<file path="src/hw/rtl/pts_pkg.sv">
// Shared types, codes and defaults of the priority thread scheduler.
`timescale 1ns / 1ps

package pts_pkg;

    localparam int DEF_THREAD_SLOTS = 16;
    localparam int DEF_WAIT_QUEUES  = 16;
    localparam logic [7:0] MAIN_PRIO_RESET = 8'd16;
    localparam int IDLE_SLOT = 1;

    typedef enum logic [1:0] {
        ST_SLEEPING = 2'd0,
        ST_READY    = 2'd1,
        ST_RUNNING  = 2'd2
    } t_state;

    typedef enum logic [2:0] {
        ACT_CREATE = 3'd0,
        ACT_WAKEUP = 3'd1,
        ACT_SLEEP  = 3'd2,
        ACT_QWAIT  = 3'd3,
        ACT_WAKEQ  = 3'd4
    } t_action;

    typedef enum logic [2:0] {
        OP_CREATE,
        OP_WAKEUP,
        OP_SLEEP,
        OP_QWAIT,
        OP_WAKEQ,
        OP_CFG
    } t_op;

    typedef enum logic [3:0] {
        CMD_NONE,
        CMD_LOAD,
        CMD_CFG,
        CMD_DECODE,
        CMD_UL_HEAD,
        CMD_UL_WALK,
        CMD_UL_CLR,
        CMD_SET_PRI,
        CMD_REMOVE_SLEEP,
        CMD_REMOVE_WAIT,
        CMD_REMOVE_MAIN,
        CMD_INS_LOAD,
        CMD_INS_LOAD_KEEP,
        CMD_INS_SCAN,
        CMD_WQ_STEP,
        CMD_RESCHED
    } t_cmd;

    typedef enum logic [3:0] {
        S_IDLE,
        S_CFG_CHK,
        S_DECODE,
        S_UL_HEAD,
        S_UL_WALK,
        S_UL_CLR,
        S_SET_PRI,
        S_REMOVE,
        S_INS_LOAD,
        S_INS_SCAN,
        S_WQ_STEP,
        S_RESCHED,
        S_FIN
    } t_fsm;

    typedef struct packed {
        t_cmd cmd;
        logic fin;
    } t_ctrl;

    typedef struct packed {
        logic [2:0] act;
        logic       dec_ign;
        logic       st0_sleep;
        logic       ul_none;
        logic       ul_hit;
        logic       walk_done;
        logic       ins_full;
        logic       ins_hit;
        logic       wq_end;
        logic       out_free;
    } t_status;

endpackage

</file>
<file path="src/hw/rtl/pts_ctrl.sv">
// Sequencer of the priority thread scheduler: at most one datapath command per cycle.
`timescale 1ns / 1ps

module pts_ctrl import pts_pkg::*; (
    input  logic    i_clk,
    input  logic    i_rst_n,
    input  logic    i_valid,
    input  logic    i_cfg_we,
    input  t_status i_status,
    output t_ctrl   o_ctrl,
    output logic    o_ready
);

    t_fsm r_state, n_state;
    t_op  r_op, n_op;

    always_ff @(posedge i_clk) begin
        if (!i_rst_n) begin
            r_state <= S_IDLE;
            r_op    <= OP_CREATE;
        end else begin
            r_state <= n_state;
            r_op    <= n_op;
        end
    end

    always_comb begin
        n_state     = r_state;
        n_op        = r_op;
        o_ctrl.cmd  = CMD_NONE;
        o_ctrl.fin  = 1'b0;
        o_ready     = 1'b0;
        unique case (r_state)
            S_IDLE: begin
                o_ready = !i_cfg_we;
                if (i_cfg_we) begin
                    o_ctrl.cmd = CMD_CFG;
                    n_op       = OP_CFG;
                    n_state    = S_CFG_CHK;
                end else if (i_valid) begin
                    o_ctrl.cmd = CMD_LOAD;
                    n_state    = S_DECODE;
                end
            end
            S_CFG_CHK: begin
                if (i_status.st0_sleep) begin
                    n_state = S_IDLE;
                end else begin
                    o_ctrl.cmd = CMD_REMOVE_MAIN;
                    n_state    = S_INS_LOAD;
                end
            end
            S_DECODE: begin
                o_ctrl.cmd = CMD_DECODE;
                unique case (i_status.act)
                    ACT_CREATE: n_op = OP_CREATE;
                    ACT_WAKEUP: n_op = OP_WAKEUP;
                    ACT_SLEEP:  n_op = OP_SLEEP;
                    ACT_QWAIT:  n_op = OP_QWAIT;
                    default:    n_op = OP_WAKEQ;
                endcase
                if (i_status.dec_ign) begin
                    n_state = S_RESCHED;
                end else begin
                    unique case (i_status.act)
                        ACT_CREATE, ACT_WAKEUP: n_state = S_UL_HEAD;
                        ACT_SLEEP, ACT_QWAIT:   n_state = S_REMOVE;
                        default:                n_state = S_WQ_STEP;
                    endcase
                end
            end
            S_UL_HEAD: begin
                o_ctrl.cmd = CMD_UL_HEAD;
                if (i_status.ul_none) begin
                    n_state = (r_op == OP_CREATE) ? S_SET_PRI : S_INS_LOAD;
                end else if (i_status.ul_hit) begin
                    n_state = S_UL_CLR;
                end else begin
                    n_state = S_UL_WALK;
                end
            end
            S_UL_WALK: begin
                o_ctrl.cmd = CMD_UL_WALK;
                if (i_status.walk_done) begin
                    n_state = S_UL_CLR;
                end
            end
            S_UL_CLR: begin
                o_ctrl.cmd = CMD_UL_CLR;
                n_state    = (r_op == OP_CREATE) ? S_SET_PRI : S_INS_LOAD;
            end
            S_SET_PRI: begin
                o_ctrl.cmd = CMD_SET_PRI;
                n_state    = S_RESCHED;
            end
            S_REMOVE: begin
                o_ctrl.cmd = (r_op == OP_QWAIT) ? CMD_REMOVE_WAIT : CMD_REMOVE_SLEEP;
                n_state    = S_RESCHED;
            end
            S_INS_LOAD: begin
                o_ctrl.cmd = (r_op == OP_CFG) ? CMD_INS_LOAD_KEEP : CMD_INS_LOAD;
                if (!i_status.ins_full) begin
                    n_state = S_INS_SCAN;
                end else if (r_op == OP_WAKEQ) begin
                    n_state = S_WQ_STEP;
                end else if (r_op == OP_CFG) begin
                    n_state = S_IDLE;
                end else begin
                    n_state = S_RESCHED;
                end
            end
            S_INS_SCAN: begin
                o_ctrl.cmd = CMD_INS_SCAN;
                if (i_status.ins_hit) begin
                    if (r_op == OP_WAKEQ) begin
                        n_state = S_WQ_STEP;
                    end else if (r_op == OP_CFG) begin
                        n_state = S_IDLE;
                    end else begin
                        n_state = S_RESCHED;
                    end
                end
            end
            S_WQ_STEP: begin
                o_ctrl.cmd = CMD_WQ_STEP;
                n_state    = i_status.wq_end ? S_RESCHED : S_INS_LOAD;
            end
            S_RESCHED: begin
                o_ctrl.cmd = CMD_RESCHED;
                n_state    = S_FIN;
            end
            S_FIN: begin
                if (i_status.out_free) begin
                    o_ctrl.fin = 1'b1;
                    n_state    = S_IDLE;
                end
            end
            default: n_state = S_IDLE;
        endcase
    end

endmodule

</file>
<file path="src/hw/rtl/pts_dp.sv">
// Datapath of the priority thread scheduler: slot tables, ready list, wait queues.
`timescale 1ns / 1ps

module pts_dp import pts_pkg::*; #(
    parameter int THREAD_SLOTS = DEF_THREAD_SLOTS,
    parameter int WAIT_QUEUES  = DEF_WAIT_QUEUES
) (
    input  logic       i_clk,
    input  logic       i_rst_n,
    input  t_ctrl      i_ctrl,
    input  logic [2:0] i_action,
    input  logic [3:0] i_thread_id,
    input  logic       i_use_current,
    input  logic [7:0] i_priority_req,
    input  logic [3:0] i_queue_id,
    input  logic       i_in_interrupt,
    input  logic [7:0] i_cfg_wdata,
    input  logic       i_ready,
    output t_status    o_status,
    output logic       o_valid,
    output logic       o_switched,
    output logic [3:0] o_previous_thread,
    output logic [3:0] o_running_thread,
    output logic       o_ignored
);

    localparam int SIW = $clog2(THREAD_SLOTS);
    localparam int PW  = $clog2(THREAD_SLOTS + 1);
    localparam int CW  = PW;
    localparam int QIW = (WAIT_QUEUES > 1) ? $clog2(WAIT_QUEUES) : 1;
    localparam int QPW = $clog2(WAIT_QUEUES + 1);
    localparam logic [PW-1:0]  NO_SLOT  = PW'(THREAD_SLOTS);
    localparam logic [QPW-1:0] NO_QUEUE = QPW'(WAIT_QUEUES);

    t_state           r_st  [THREAD_SLOTS];
    logic [7:0]       r_pr  [THREAD_SLOTS];
    logic [SIW-1:0]   r_ro  [THREAD_SLOTS];
    logic [PW-1:0]    r_qn  [THREAD_SLOTS];
    logic [QPW-1:0]   r_sq  [THREAD_SLOTS];
    logic [PW-1:0]    r_qh  [WAIT_QUEUES];
    logic [CW-1:0]    r_rc;
    logic [SIW-1:0]   r_cur;

    logic [2:0]       r_act;
    logic [3:0]       r_tid;
    logic             r_uc;
    logic [7:0]       r_prio;
    logic [3:0]       r_qid;
    logic             r_irq;
    logic [SIW-1:0]   r_prev;
    logic [SIW-1:0]   r_s;
    logic [QIW-1:0]   r_q;
    logic             r_ign;
    logic             r_sw;
    logic [SIW-1:0]   r_islot;
    logic [7:0]       r_ipri;
    logic [CW-1:0]    r_i;
    logic [PW-1:0]    r_p;
    logic [PW-1:0]    r_snext;
    logic [CW-1:0]    r_guard;
    logic [PW-1:0]    r_t;
    logic             r_ovalid;

    logic [7:0]       s8;
    logic [7:0]       q8;
    logic [SIW-1:0]   sidx;
    logic [QIW-1:0]   qidx;
    t_state           st_s;
    logic             dec_ign;
    logic [QPW-1:0]   sq_s;
    logic [QIW-1:0]   ul_q;
    logic [SIW-1:0]   pidx;
    logic [SIW-1:0]   tidx;
    logic [SIW-1:0]   ro_i;
    logic             walk_end;
    logic [THREAD_SLOTS-1:0] rm_match;
    logic [THREAD_SLOTS-1:0] rm_shift;

    // Event decode on the held beat
    always_comb begin
        s8   = ((r_act == ACT_SLEEP || r_act == ACT_QWAIT) && r_uc) ? 8'(r_cur) : 8'(r_tid);
        q8   = 8'(r_qid);
        sidx = s8[SIW-1:0];
        qidx = q8[QIW-1:0];
        st_s = r_st[sidx];
        dec_ign = 1'b0;
        if (r_act > ACT_WAKEQ) begin
            dec_ign = 1'b1;
        end else if (r_act <= ACT_QWAIT && s8 >= 8'(THREAD_SLOTS)) begin
            dec_ign = 1'b1;
        end else if ((r_act == ACT_QWAIT || r_act == ACT_WAKEQ) && q8 >= 8'(WAIT_QUEUES)) begin
            dec_ign = 1'b1;
        end else if (r_act == ACT_CREATE || r_act == ACT_WAKEUP) begin
            dec_ign = (st_s != ST_SLEEPING);
        end else if (r_act == ACT_SLEEP || r_act == ACT_QWAIT) begin
            dec_ign = (s8 == 8'(IDLE_SLOT)) || (st_s == ST_SLEEPING);
        end
    end

    always_comb begin
        sq_s     = r_sq[r_s];
        ul_q     = sq_s[QIW-1:0];
        pidx     = r_p[SIW-1:0];
        tidx     = r_t[SIW-1:0];
        ro_i     = r_ro[r_i[SIW-1:0]];
        walk_end = (r_p >= NO_SLOT) || (r_guard == CW'(THREAD_SLOTS));
        o_status.act       = r_act;
        o_status.dec_ign   = dec_ign;
        o_status.st0_sleep = (r_st[0] == ST_SLEEPING);
        o_status.ul_none   = (sq_s >= NO_QUEUE);
        o_status.ul_hit    = (r_qh[ul_q] == PW'(r_s));
        o_status.walk_done = walk_end || (r_qn[pidx] == PW'(r_s));
        o_status.ins_full  = (r_rc == CW'(THREAD_SLOTS));
        o_status.ins_hit   = (r_i == r_rc) || (r_pr[ro_i] <= r_ipri);
        o_status.wq_end    = (r_t >= NO_SLOT) || (r_guard == CW'(THREAD_SLOTS));
        o_status.out_free  = !r_ovalid || i_ready;
    end

    // Removal from the ready list: entries after the match close up
    always_comb begin
        logic acc;
        acc = 1'b0;
        for (int j = 0; j < THREAD_SLOTS; j++) begin
            rm_match[j] = (CW'(j) < r_rc) && (r_ro[j] == r_islot);
            acc         = acc | rm_match[j];
            rm_shift[j] = acc;
        end
    end

    always_ff @(posedge i_clk) begin
        if (!i_rst_n) begin
            for (int j = 0; j < THREAD_SLOTS; j++) begin
                r_st[j] <= ST_SLEEPING;
                r_pr[j] <= 8'd0;
                r_ro[j] <= '0;
                r_qn[j] <= NO_SLOT;
                r_sq[j] <= NO_QUEUE;
            end
            for (int k = 0; k < WAIT_QUEUES; k++) begin
                r_qh[k] <= NO_SLOT;
            end
            r_st[0]         <= ST_RUNNING;
            r_st[IDLE_SLOT] <= ST_READY;
            r_pr[0]         <= MAIN_PRIO_RESET;
            r_ro[IDLE_SLOT] <= SIW'(IDLE_SLOT);
            r_rc            <= CW'(2);
            r_cur           <= '0;
            r_ovalid        <= 1'b0;
            r_sw            <= 1'b0;
            r_ign           <= 1'b0;
        end else begin
            unique case (i_ctrl.cmd)
                CMD_NONE: begin
                end
                CMD_LOAD: begin
                    r_act  <= i_action;
                    r_tid  <= i_thread_id;
                    r_uc   <= i_use_current;
                    r_prio <= i_priority_req;
                    r_qid  <= i_queue_id;
                    r_irq  <= i_in_interrupt;
                    r_prev <= r_cur;
                end
                CMD_CFG: begin
                    r_pr[0] <= i_cfg_wdata;
                    r_islot <= '0;
                end
                CMD_DECODE: begin
                    r_ign   <= dec_ign;
                    r_sw    <= 1'b0;
                    r_s     <= sidx;
                    r_islot <= sidx;
                    r_q     <= qidx;
                    r_t     <= r_qh[qidx];
                    r_guard <= '0;
                end
                CMD_UL_HEAD: begin
                    if (sq_s < NO_QUEUE) begin
                        if (r_qh[ul_q] == PW'(r_s)) begin
                            r_qh[ul_q] <= r_qn[r_s];
                        end else begin
                            r_p     <= r_qh[ul_q];
                            r_snext <= r_qn[r_s];
                            r_guard <= '0;
                        end
                    end
                end
                CMD_UL_WALK: begin
                    if (!walk_end) begin
                        if (r_qn[pidx] == PW'(r_s)) begin
                            r_qn[pidx] <= r_snext;
                        end else begin
                            r_p     <= r_qn[pidx];
                            r_guard <= r_guard + 1'b1;
                        end
                    end
                end
                CMD_UL_CLR: begin
                    r_qn[r_s] <= NO_SLOT;
                    r_sq[r_s] <= NO_QUEUE;
                end
                CMD_SET_PRI: begin
                    r_pr[r_s] <= r_prio;
                end
                CMD_REMOVE_SLEEP, CMD_REMOVE_WAIT, CMD_REMOVE_MAIN: begin
                    for (int j = 0; j + 1 < THREAD_SLOTS; j++) begin
                        if (rm_shift[j]) begin
                            r_ro[j] <= r_ro[j + 1];
                        end
                    end
                    if (|rm_match) begin
                        r_rc <= r_rc - 1'b1;
                    end
                    if (i_ctrl.cmd != CMD_REMOVE_MAIN) begin
                        r_st[r_s] <= ST_SLEEPING;
                    end
                    if (i_ctrl.cmd == CMD_REMOVE_WAIT) begin
                        r_qn[r_s] <= r_qh[r_q];
                        r_qh[r_q] <= PW'(r_s);
                        r_sq[r_s] <= QPW'(r_q);
                    end
                end
                CMD_INS_LOAD, CMD_INS_LOAD_KEEP: begin
                    r_ipri <= r_pr[r_islot];
                    r_i    <= '0;
                    if (i_ctrl.cmd == CMD_INS_LOAD) begin
                        r_st[r_islot] <= ST_READY;
                    end
                end
                CMD_INS_SCAN: begin
                    if (o_status.ins_hit) begin
                        for (int j = 1; j < THREAD_SLOTS; j++) begin
                            if (CW'(j) > r_i) begin
                                r_ro[j] <= r_ro[j - 1];
                            end
                        end
                        r_ro[r_i[SIW-1:0]] <= r_islot;
                        r_rc <= r_rc + 1'b1;
                    end else begin
                        r_i <= r_i + 1'b1;
                    end
                end
                CMD_WQ_STEP: begin
                    if (o_status.wq_end) begin
                        r_qh[r_q] <= NO_SLOT;
                    end else begin
                        r_islot    <= tidx;
                        r_t        <= r_qn[tidx];
                        r_qn[tidx] <= NO_SLOT;
                        r_sq[tidx] <= NO_QUEUE;
                        r_guard    <= r_guard + 1'b1;
                    end
                end
                CMD_RESCHED: begin
                    if (!r_irq && r_rc != '0 && r_ro[0] != r_cur) begin
                        if (r_st[r_cur] == ST_RUNNING) begin
                            r_st[r_cur] <= ST_READY;
                        end
                        r_cur <= r_ro[0];
                        r_sw  <= 1'b1;
                    end
                end
                default: begin
                end
            endcase

            if (i_ctrl.fin) begin
                if (r_st[r_cur] == ST_READY) begin
                    r_st[r_cur] <= ST_RUNNING;
                end
                r_ovalid          <= 1'b1;
                o_switched        <= r_sw;
                o_previous_thread <= 4'(r_prev);
                o_running_thread  <= 4'(r_cur);
                o_ignored         <= r_ign;
            end else if (i_ready) begin
                r_ovalid <= 1'b0;
            end
        end
    end

    assign o_valid = r_ovalid;

    // The idle slot never leaves the ready list, so the list is never empty
    a_count_range: assert property (@(posedge i_clk) disable iff (!i_rst_n)
        (r_rc != '0) && (r_rc <= CW'(THREAD_SLOTS)))
        else $error("ready count out of range");

    // The head of the ready list is never a sleeping slot
    a_head_awake: assert property (@(posedge i_clk) disable iff (!i_rst_n)
        r_st[r_ro[0]] != ST_SLEEPING)
        else $error("sleeping slot at head of ready list");

    // A result appears only after the finishing step of an event
    a_out_after_fin: assert property (@(posedge i_clk) disable iff (!i_rst_n)
        $rose(r_ovalid) |-> $past(i_ctrl.fin))
        else $error("result raised without a finished event");

endmodule

</file>
<file path="src/hw/rtl/priority_thread_scheduler.sv">
// Top level of the priority thread scheduler: sequencer and datapath.
`timescale 1ns / 1ps

//  channel   | handshake            | payload
//  ----------+----------------------+----------------------------------------------
//  event in  | i_valid / o_ready    | i_action, i_thread_id, i_use_current,
//            |                      | i_priority_req, i_queue_id, i_in_interrupt
//  result out| o_valid / i_ready    | o_switched, o_previous_thread,
//            |                      | o_running_thread, o_ignored
//  config    | i_cfg_we             | i_cfg_wdata (main thread priority)
//
// One event beat is worked at a time by a sequencer driving one datapath step a cycle.
// An event is a decode, then for each ordered insertion a load step and a scan of the
// ready-list positions up to the insertion point, and a wait queue is walked link by link;
// the serial walk of the ready list and of the queue links sets the length of an event.
// A result waits in an output register; a stalled output holds the sequencer
// in its finishing step, and the next event beat is taken as soon as it leaves.
// Reset (synchronous, active low) loads main running, idle ready, all queues empty.
// A configuration write sets the main thread priority and, unless main sleeps, reorders it by removal and insertion.

module priority_thread_scheduler import pts_pkg::*; #(
    parameter int THREAD_SLOTS = DEF_THREAD_SLOTS,
    parameter int WAIT_QUEUES  = DEF_WAIT_QUEUES
) (
    input  logic       i_clk,
    input  logic       i_rst_n,
    input  logic       i_valid,
    output logic       o_ready,
    input  logic [2:0] i_action,
    input  logic [3:0] i_thread_id,
    input  logic       i_use_current,
    input  logic [7:0] i_priority_req,
    input  logic [3:0] i_queue_id,
    input  logic       i_in_interrupt,
    output logic       o_valid,
    input  logic       i_ready,
    output logic       o_switched,
    output logic [3:0] o_previous_thread,
    output logic [3:0] o_running_thread,
    output logic       o_ignored,
    input  logic       i_cfg_we,
    input  logic [7:0] i_cfg_wdata
);

    t_ctrl   ctrl;
    t_status status;

    // Sequencer: decode the event, then walk unlink, removal, insertion, reschedule
    pts_ctrl u_ctrl (
        .i_clk    (i_clk),
        .i_rst_n  (i_rst_n),
        .i_valid  (i_valid),
        .i_cfg_we (i_cfg_we),
        .i_status (status),
        .o_ctrl   (ctrl),
        .o_ready  (o_ready)
    );

    // Datapath: slot tables, ready list as a row of shifting cells, wait queue links
    pts_dp #(
        .THREAD_SLOTS (THREAD_SLOTS),
        .WAIT_QUEUES  (WAIT_QUEUES)
    ) u_dp (
        .i_clk             (i_clk),
        .i_rst_n           (i_rst_n),
        .i_ctrl            (ctrl),
        .i_action          (i_action),
        .i_thread_id       (i_thread_id),
        .i_use_current     (i_use_current),
        .i_priority_req    (i_priority_req),
        .i_queue_id        (i_queue_id),
        .i_in_interrupt    (i_in_interrupt),
        .i_cfg_wdata       (i_cfg_wdata),
        .i_ready           (i_ready),
        .o_status          (status),
        .o_valid           (o_valid),
        .o_switched        (o_switched),
        .o_previous_thread (o_previous_thread),
        .o_running_thread  (o_running_thread),
        .o_ignored         (o_ignored)
    );

endmodule
</file>
<file path="config.mk">
export PLATFORM = sky130hd
export DESIGN_NAME = priority_thread_scheduler
export DESIGN_NICKNAME = d
export VERILOG_FILES = /design/src/hw/rtl/pts_pkg.sv /design/src/hw/rtl/pts_ctrl.sv /design/src/hw/rtl/pts_dp.sv /design/src/hw/rtl/priority_thread_scheduler.sv
export SDC_FILE = /design/constraint.sdc
export NUM_CORES = 1
export LEC_CHECK = 0
export ABC_AREA = 1
export BUFFER_PORTS_ARGS = -buffer_cell sky130_fd_sc_hd__buf_2
export CORE_UTILIZATION = 30
export CTS_CLUSTER_SIZE = 8
export DETAILED_ROUTE_END_ITERATION = 8
export HOLD_SLACK_MARGIN = 0.15
export PLACE_DENSITY = 0.42
export SETUP_SLACK_MARGIN = 0.1
export SLEW_MARGIN = 10
export SYNTH_ARGS = -nofsm -noshare
export SYNTH_HDL_FRONTEND = slang
export SYNTH_SLANG_ARGS = --single-unit
export TNS_END_PERCENT = 30
</file>
<file path="constraint.sdc">
create_clock -name i_clk -period 12.5 [get_ports i_clk]
set_input_delay 2.5 -clock i_clk [delete_from_list [all_inputs] [get_ports i_clk]]
set_output_delay 2.5 -clock i_clk [all_outputs]
set_load 0.01 [all_outputs]
</file>
==> Yosys cells after proc, flatten, opt, wreduce, memory -nomap -nowiden <==
Memories as Yosys holds them, arrays and structs flattened. A register that Yosys moved wholly into a read port is not among the register bits.
Cells that the tools add are included.
{ "classes": {"muxes": 329, "order_cmp": 39, "n_bitwise": 54, "addsub": 4, "n_reduce_logical": 80, "n_eq_ne": 73} }
{ "op_table": {"columns": ["cell", "n"], "rows": [
  ["$mux 4", 69],
  ["$mux 1", 213],
  ["$mux 5", 23],
  ["$pmux 4 s12", 2],
  ["$eq 4x4->1", 16],
  ["$or 1x1->1", 53],
  ["$eq 4x4->1 const B", 13],
  ["$gt 4x5->1 const A", 8],
  ["$lt 4x5->1 const A", 8],
  ["$pmux 5 s2", 4],
  ["$reduce_or 5->1", 7],
  ["$eq 4x3->1 const B", 8],
  ["$mux 8", 3],
  ["$gt 3x5->1 const A", 4],
  ["$logic_and 1x1->1", 20],
  ["$lt 3x5->1 const A", 4],
  ["$ne 2x2->1 const B", 10],
  ["$pmux 5 s4", 1],
  ["$eq 4x2->1 const B", 4],
  ["$reduce_bool 2->1", 8],
  ["$reduce_or 16->1", 1],
  ["$add 5x1->5 const B", 3],
  ["$ge 5x5->1 const B", 3],
  ["$mux 2", 7],
  ["48 further kinds", 87]
]} }
{ "totals": {"ramBits": 464, "wordCells": 611, "mem_count": 6, "output_inout_bits": 12, "input_bits": 34, "reg_bits": 91} }
{ "mem_list": {"columns": ["memory", "depth", "width", "read_ports", "rd_ports_with_merged_regs", "write_ports", "line", "rtl"], "rows": [
  ["u_dp.r_pr", 16, 8, 2, 1, 16, "pts_dp.sv:36", "logic [7:0] r_pr [THREAD_SLOTS];"],
  ["u_dp.r_qh", 16, 5, 3, 2, 16, "pts_dp.sv:40", "logic [PW-1:0] r_qh [WAIT_QUEUES];"],
  ["u_dp.r_qn", 16, 5, 3, 3, 16, "pts_dp.sv:38", "logic [PW-1:0] r_qn [THREAD_SLOTS];"],
  ["u_dp.r_sq", 16, 5, 1, 1, 16, "pts_dp.sv:39", "logic [QPW-1:0] r_sq [THREAD_SLOTS];"],
  ["u_dp.r_ro", 16, 4, 17, 1, 16, "pts_dp.sv:37", "logic [SIW-1:0] r_ro [THREAD_SLOTS];"],
  ["u_dp.r_st", 16, 2, 3, 1, 16, "pts_dp.sv:35", "t_state r_st [THREAD_SLOTS];"]
]} }

==> Depth between registers and ports, before layout <==
Gate-level depths: netlist of run 1.
An unclocked memory read counts as a cell.
{ "depth": {"depth_word": 23, "ltp_mapped": 31, "ltp_nobuf": 29} }

==> By module <==
A second synthesis of run 1 with hierarchy kept.
{ "unflattened": {"cells_unflattened": 4243, "area_unflattened_um2": 34501.8} }
{ "modules_own_cells": {"columns": ["mod", "seq_area_each_um2", "area_per_inst_um2", "n_inst", "cells_each"], "rows": [
  ["pts_dp", 17136.4, 33797.4, 1, 4109],
  ["pts_ctrl", 140.1, 704.4, 1, 134]
]} }

==> Worst setup path after synthesis of run 1 <==
OpenSTA, ideal clock, no wires.
{ "synth_timing": {"kind": "in2reg", "from": "in i_cfg_we", "to": "reg (tool-made name)", "t_arrival_ns": 5.522, "setup_ns": 0.121, "n_path_buf": 0, "stages": 6, "required_time_ns": 12.379, "setup_slack_ns": 6.857, "cell_sequence": "nor2_1 nand2_1 nand4_1 nand4_1 nor3_1 mux2_2"} }
{ "synth_rtl": {"columns": ["element", "line", "rtl"], "rows": [
  ["start, declared", "priority_thread_scheduler.sv:41", "input logic i_cfg_we,"]
]} }

==> results of run 1 <==
-- per-stage QoR --
step | util [%] | hold WS (ns) | setup slack (ns) | power (mW) | instance area, µm²
2_1_floorplan | - | 0.4003 | 6.857 | 4.248 | 34230
3_3_place_gp | 31.69 | 0.4050 | 5.875 | 5.254 | 35750
3_5_place_dp | 31.69 | 0.4066 | 5.785 | 5.239 | 35750
4_1_cts | 33.97 | 0.4016 | 5.774 | 7.526 | 38330
5_1_grt | 33.98 | 0.4270 | 5.226 | 7.873 | 38330
6_report | 33.98 | 0.4037 | 5.815 | 7.493 | 38330
-- worst paths after layout --
check	endpoint	slack (ns)
worst max-delay path	u_dp.r_ro[10][2]$_DFFE_PP_	5.82
worst min-delay path	u_dp.o_previous_thread[3]$_DFFE_PP_	0.40
worst max register to register	u_dp.r_ro[10][2]$_DFFE_PP_	5.82
worst min register to register	u_dp.o_previous_thread[3]$_DFFE_PP_	0.40
-- area by class of cell --
type                       instances  area [µm²]
timing repair buffer              99       633.1
clock buffer                     150        2434
clock inverter                     9       142.6
multi-input combinational       2902       14470
fill                           11940       74470
tap                             1500        1877
sequential                       591       17290
inverter                         398        1494
-- per-layer routing --
layer / vias to the layer above / track usage, %
met5: - / 0
met4: 0 / 6.513
met3: 185 / 2.660
met2: 953 / 35.76
met1: 14880 / 31.13
li1: 14350 / -
-- cells in the mapped netlist, drive strengths merged, types with 58 or more instances --
cell type / instances / share of area [%]
nand3: 381 / 6.0
nor2: 624 / 7.1
a21oi: 279 / 4.1
edfxtp: 544 / 48
nand2: 667 / 7.3
inv: 386 / 4.2
o21ai: 508 / 7.5
buf: 69 / 1.1
o221ai: 58 / 1.5
o211ai: 94 / 2.1
o22ai: 63 / 1.2
clkbuf: 178 / 2.0
-- registers in the layout (all words and copies together), names as in the netlist, 8 cells and up, named ones only --
register / cells
u_dp.r_st: 32
u_dp.r_sq: 80
u_dp.r_qn: 80
u_dp.r_prio: 8
u_dp.r_ro: 64
u_dp.r_qh: 80
u_dp.r_ipri: 8
u_dp.r_pr: 128
-- worst register-to-register path: cells and delay by family (launching register included) --
| family | cells | cell delay, ns |
|---|---|---|
| AO/OA/AOI/OAI | 10 | 1.92 |
| AND/OR/NAND/NOR | 8 | 1.69 |
| adder cells (fa/ha/maj) | 1 | 0.24 |
| flip-flops | 1 | 0.99 |
| buffers and inverters | 6 | 1.51 |
-- cells by family after synthesis --
kind of cell               count (synthesis)  share of synthesized area, %
muxes                                     15                        0.4532
and+or+nand+nor                         1759                         22.05
buffers and inverters                    645                         7.427
xor gates and xnor gates                  44                         1.126
AOI/OAI and AO/OA                       1066                         17.82
adders and majority gates                 18                        0.6579
DFF                                      591                         50.47
-- power by group through the flow --
stage          combinational (mW)  clock, mW  sequential [mW]
2_1_floorplan                1.78          0             2.47
3_3_place_gp                 2.66          0             2.60
3_5_place_dp                 2.65          0             2.59
4_1_cts                      2.65       2.32             2.56
5_1_grt                      2.91       2.39             2.58
6_report                     2.67       2.27             2.56
==> flow_metrics.py, run 1 <==
metrics = {
    "clock_network": {
        "root_buffer": "clkbuf_16",
        "cts_htree_levels": 3,
        "post_cts_buffers": 0,
        "cts-buffers-inserted": 86,
        "clkLatencyLatePin_ns": 0.69,
        "cts_sinks": 591,
        "cts_tree": "built",
        "postCtsResizedCells": 0,
        "cts_buffer_depth": 3,
        "path_clk_slew_ns": 0.05,
        "postCtsHoldBufs": 0,
    },
    "worst_setup_path": {
        "worst-path-stages": 25,
        "end_kind": "register",
        "cp-start-kind": "register",
        "crit_family": "compound AO/OA/AOI/OAI gates",
        "path_common_cell": "o21ai_0",
        "critPathKind": "reg2reg",
        "critPathBufInv": 6,
        "r2r_cells": 25,
        "worstPathRequired_ns": 12.83,
        "cp.arrival_ns": 7.01,
        "critPathMaxStageDelay_ns": 0.99,
        "slowest_stage": "dfxtp_2",
        "cp_max_fo": 96,
    },
    "sta": {
        "finalHoldViolCount": 0,
        "post-route-period-util_pct": 53.48,
        "timing.slew.headroom_pct": 23.34,
        "min_period_ns": 6.685,
        "worst_slew_pin_slew_ns": 1.149,
        "tns_ns": 0,
        "skew_ns": 0.03481,
        "max_freq_ghz": 0.1496,
        "rsz0062_at_grt": "no",
        "slew_viol_final": 0,
        "report.final.setup_viol": 0,
    },
    "place": {
        "hpwl_um": 90270,
        "gp_congestion": 0.8868,
        "dp.cells": 5490,
        "port_buffers": 45,
    },
    "die": {
        "die-area_um2": 115500,
        "fp.dieH_um": 339.8,
        "io_pins": 46,
        "start_util_pct": 30.35,
        "dieWidth_um": 339.8,
        "core_area_um2": 112800,
        "rows": 123,
    },
    "global_route": {
        "grt_max_degree": 97,
        "grt-ovfl-total": 0,
        "grt_usage_pct": 22.21,
        "antenna_found_initial": 0,
        "grt_pass1_wl_um": 194600,
        "grt_pass1_vias": 29190,
    },
    "power_and_ir_drop": {
        "irDropWorstVdd_mv": 0.1039,
        "pwr-share-seq_pct": 34.1,
        "swShare_pct": 41.38,
        "p_switching_mw": 3.100,
        "p_leak_nw": 14.32,
        "p_per_area_nw_per_um2": 195.5,
        "power.internal_mw": 4.393,
        "comb_power_share_pct": 35.6,
        "p_clk_share_pct": 30.3,
    },
    "worst_hold_path": {
        "whs_path_depth": 0,
        "hold_class": "reg2reg",
        "hold_start": "u_dp.r_prev[3]$_DFFE_PP_",
    },
    "finish": {
        "drive_above_1_share_pct": 6.845,
        "syn_to_final_growth_pct": 11.98,
        "diodes": 0,
        "final_common_cell": "nand2_1",
        "final_cells": 5649,
        "layout.nets": 4130,
        "layout_common_cells": "nand2_1 (664), nor2_1 (601), edfxtp_1 (544), o21ai_0 (497), inv_1 (368)",
    },
    "yosys": {
        "yosys_warnings": 0,
        "synth_nets": 4190,
        "ys_ff_latch": 591,
        "synth_edf_count": 544,
        "ys_seq_area_share_pct": 50.47,
        "syn_area_per_cell_um2": 8.273,
        "async_reset_ff_share_pct": 0,
        "netlist_instances": 4138,
        "synth_top_flop_cell": "edfxtp_1",
        "syn_area_um2": 34230,
        "synth_cell_type_count": 61,
    },
    "flow_run": {
        "maxCapViolCount": 0,
    },
    "status": {
        "status": "finished clean",
    },
    "drt": {
        "first_pass_iters": 6,
        "post_drt_wl_per_cell_um": 23.11,
        "wl_met2_um": 60290,
        "drt_first_iter_violations": 2901,
        "vias": 30370,
        "ant_nets": 0,
        "drt-met1-wl_um": 60390,
        "route.detailed.drc": 0,
        "wl_um": 130500,
        "wl_met3_um": 6354,
        "viasPerCell": 5.375,
        "highest_layer": "met4",
    },
}
Note: power is estimated with default switching activity, not from simulation.
==> run 2, diff against run 1 <==
Settings changed: ABC_AREA 1 to 0, PLACE_DENSITY 0.42 to 0.43.
Clock period 12.5 ns to 5.45 ns, I/O delays scaled along.
==> flow_metrics.py, run 2 <==
metrics = {
    "clock_network": {
        "cts_sinks": 591,
        "cts_tree": "built",
        "cts-buffers-inserted": 85,
        "path_clk_slew_ns": 0.05,
        "cts_buffer_depth": 3,
        "root_buffer": "clkbuf_16",
        "postCtsHoldBufs": 0,
        "cts_htree_levels": 3,
        "clkLatencyLatePin_ns": 0.67,
    },
    "power_and_ir_drop": {
        "p_per_area_nw_per_um2": 467.6,
        "irDropWorstVdd_mv": 0.2273,
        "p_clk_share_pct": 26.3,
        "p_switching_mw": 7.265,
        "swShare_pct": 38.76,
        "power.internal_mw": 11.48,
        "comb_power_share_pct": 40.4,
        "pwr-share-seq_pct": 33.4,
        "p_leak_nw": 13.56,
    },
    "sta": {
        "skew_ns": 0.04198,
        "post-route-period-util_pct": 97.03,
        "finalHoldViolCount": 0,
        "worst_slew_pin_slew_ns": 1.100,
        "slew_viol_final": 0,
        "rsz0062_at_grt": "yes",
        "hold_ws_ns": 0.4150,
        "timing.slew.headroom_pct": 26.56,
        "min_period_ns": 5.288,
        "max_freq_ghz": 0.1891,
        "report.final.setup_viol": 0,
        "worst_slack_ns": 0.1617,
    },
    "yosys": {
        "ys_ff_latch": 591,
        "synth_area_leaders": "edfxtp_1 (47%), mux4_2 (16%), and2_1 (3.8%)",
        "synth_top_area_share_pct": 47.25,
        "syn_area_per_cell_um2": 12.59,
        "syn_area_um2": 34570,
        "synth_nets": 2798,
        "async_reset_ff_share_pct": 0,
        "synth_cell_type_count": 92,
        "ys_seq_area_share_pct": 49.97,
        "netlist_instances": 2746,
        "yosys_warnings": 0,
        "synth_edf_count": 544,
        "yosys.cell_count.top_type": "edfxtp_1",
        "synth_commonest_cells": "edfxtp_1 (544), nor2_1 (253), mux4_2 (245)",
        "synth_top_flop_cell": "edfxtp_1",
        "synth.largest_area_cell": "edfxtp_1",
    },
    "place": {
        "hpwl_um": 88810,
        "dp_slack_ns": -0.1617,
        "port_buffers": 45,
        "gp_congestion": 0.9193,
    },
    "finish": {
        "register_area_um2": 17280,
        "layout_common_cells": "edfxtp_1 (544), nor2_1 (252), mux4_2 (245), and2_1 (208), buf_4 (190)",
        "final_common_cell": "edfxtp_1",
        "final_core_util_pct": 35.05,
        "layout.nets": 2926,
        "multi_input_area_um2": 16360,
        "largest_reg_flops": 128,
        "syn_to_final_growth_pct": 15.94,
        "drive_above_1_share_pct": 24.68,
        "n_fill_cell": 11140,
        "largest_register": "u_dp.r_pr",
    },
    "drt": {
        "vias": 25250,
        "ant_nets": 0,
        "first_pass_iters": 6,
        "wl_um": 122000,
        "drt_first_iter_violations": 2427,
        "route.detailed.drc": 0,
        "post_drt_wl_per_cell_um": 27.55,
        "viasPerCell": 5.699,
    },
    "die": {
        "io_pins": 46,
        "dieWidth_um": 341.5,
        "core_area_um2": 114300,
        "start_util_pct": 30.23,
        "fp.dieH_um": 341.5,
        "rows": 124,
        "die-area_um2": 116600,
    },
    "worst_setup_path": {
        "critPathBufInv": 4,
        "cp-start-kind": "register",
        "r2r-end": "u_dp.r_ro[11][2]$_DFFE_PP_",
        "worstPathRequired_ns": 5.79,
        "rrSetupSlack_ns": 0.16,
        "critPathMaxStageDelay_ns": 0.53,
        "end_kind": "register",
        "cp.arrival_ns": 5.62,
        "crit_family": "multiplexers",
        "r2r_cells": 20,
        "cp_max_fo": 6,
        "path_common_cell": "o21a_1",
        "critPathKind": "reg2reg",
        "path_cells": "buf_12 -> mux4_2 -> mux4_2 -> buf_12 -> mux4_2 -> mux2_4 -> nand2_4 -> o21ai_2 -> ha_1 -> nor2b_4 -> o21a_1 -> o21a_1 -> o21a_1 -> o21a_1 -> o21ai_4 -> a21oi_4 -> buf_6 -> nor4_1 -> buf_4 -> nand4b_1",
        "slowest_stage": "mux4_2",
    },
    "flow_run": {
        "maxCapViolCount": 0,
    },
    "worst_hold_path": {
        "whs_path_depth": 0,
        "hold_class": "reg2reg",
        "hold_start": "u_dp.r_prev[2]$_DFFE_PP_",
        "hold_end": "u_dp.o_previous_thread[2]$_DFFE_PP_",
    },
    "global_route": {
        "grt_usage_pct": 20.69,
        "antenna_found_initial": 5,
        "grt-ovfl-total": 0,
        "grt_pass1_wl_um": 177600,
        "grt_pass1_vias": 25230,
        "grt_max_degree": 49,
    },
    "status": {
        "status": "finished clean",
    },
}
==> run 2: kinds of logic after synthesis <==
| kind of cell | synth area share, % |
|---|---|
| buf+inv | 3.294 |
| simple gates | 13.28 |
| flops | 49.97 |
| mux | 19.59 |
| compound gates | 11.06 |
| fa+ha+maj | 0.6515 |
| xor+xnor | 2.153 |
==> run 2: stage by stage <==
| stage | setup TNS [ns] | area (µm²) | total power [mW] | std cells |
|---|---|---|---|---|
| after global placement | -2.050 | 37390 | 13.44 | 4285 |
| after floorplan | 0 | 34640 | 10.76 | 2746 |
| after CTS | 0 | 39780 | 18.51 | 4415 |
| after detailed placement | -2.658 | 37390 | 13.49 | 4285 |
| final | 0 | 40080 | 18.74 | 4430 |
| after global routing | 0 | 40080 | 19.50 | 4429 |
==> run 2: power groups by stage <==
stage          clock (mW)  sequential (mW)  combinational (mW)
2_1_floorplan           0             5.82                4.94
3_3_place_gp            0             6.33                7.11
3_5_place_dp            0             6.32                7.16
4_1_cts              5.02             6.25                7.25
5_1_grt              5.18             6.32                8.00
6_report             4.92             6.26                7.56
==> run 2: timing repair <==
action / in CTS / in global routing
resized for setup: 7 / 35
endpoints found under the setup margin: 81 / 117
gates cloned: 0 / 2
endpoints found under the hold margin: 0 / 0
pin swaps: 2 / 4
buffers inserted: 0 / 12
==> run 2: how the worst max path moves through the flow <==
| stage | startpoint | end | slack [ns] | depth (start not counted) |
|---|---|---|---|---|
| after floorplan | register | u_dp.r_ro[3][0]$_DFFE_PP_ | 0.03 | 20 |
| after global placement | register | u_dp.r_ro[5][3]$_DFFE_PP_ | -0.11 | 20 |
| after detailed placement | register | u_dp.r_ro[5][2]$_DFFE_PP_ | -0.16 | 20 |
| after CTS | register | u_dp.r_ro[3][1]$_DFFE_PP_ | 0.10 | 20 |
| after global routing | register | u_dp.r_ro[3][1]$_DFFE_PP_ | 0.04 | 20 |
| final | register | u_dp.r_ro[11][2]$_DFFE_PP_ | 0.16 | 20 |
==> run 2: metal layers <==
| layer | GRT usage (%) | vias to the layer above | wire length, µm |
|---|---|---|---|
| met5 | 0 | - | 25 |
| met1 | 28.35 | 13090 | 53280 |
| met3 | 2.817 | 222 | 6815 |
| li1 | - | 10960 | - |
| met2 | 33.71 | 967 | 58070 |
| met4 | 6.745 | 4 | 3838 |
==> run 2: cell type report <==
cell class	instances	area share (%)
diodes	1	0.006243
clock buffers	122	5.731
clock inverters	8	0.1561
inverters	65	0.6087
multi-input cells	1879	40.81
flip-flops and latches	591	43.12
well taps	1512	4.720
repair buffers	252	4.845
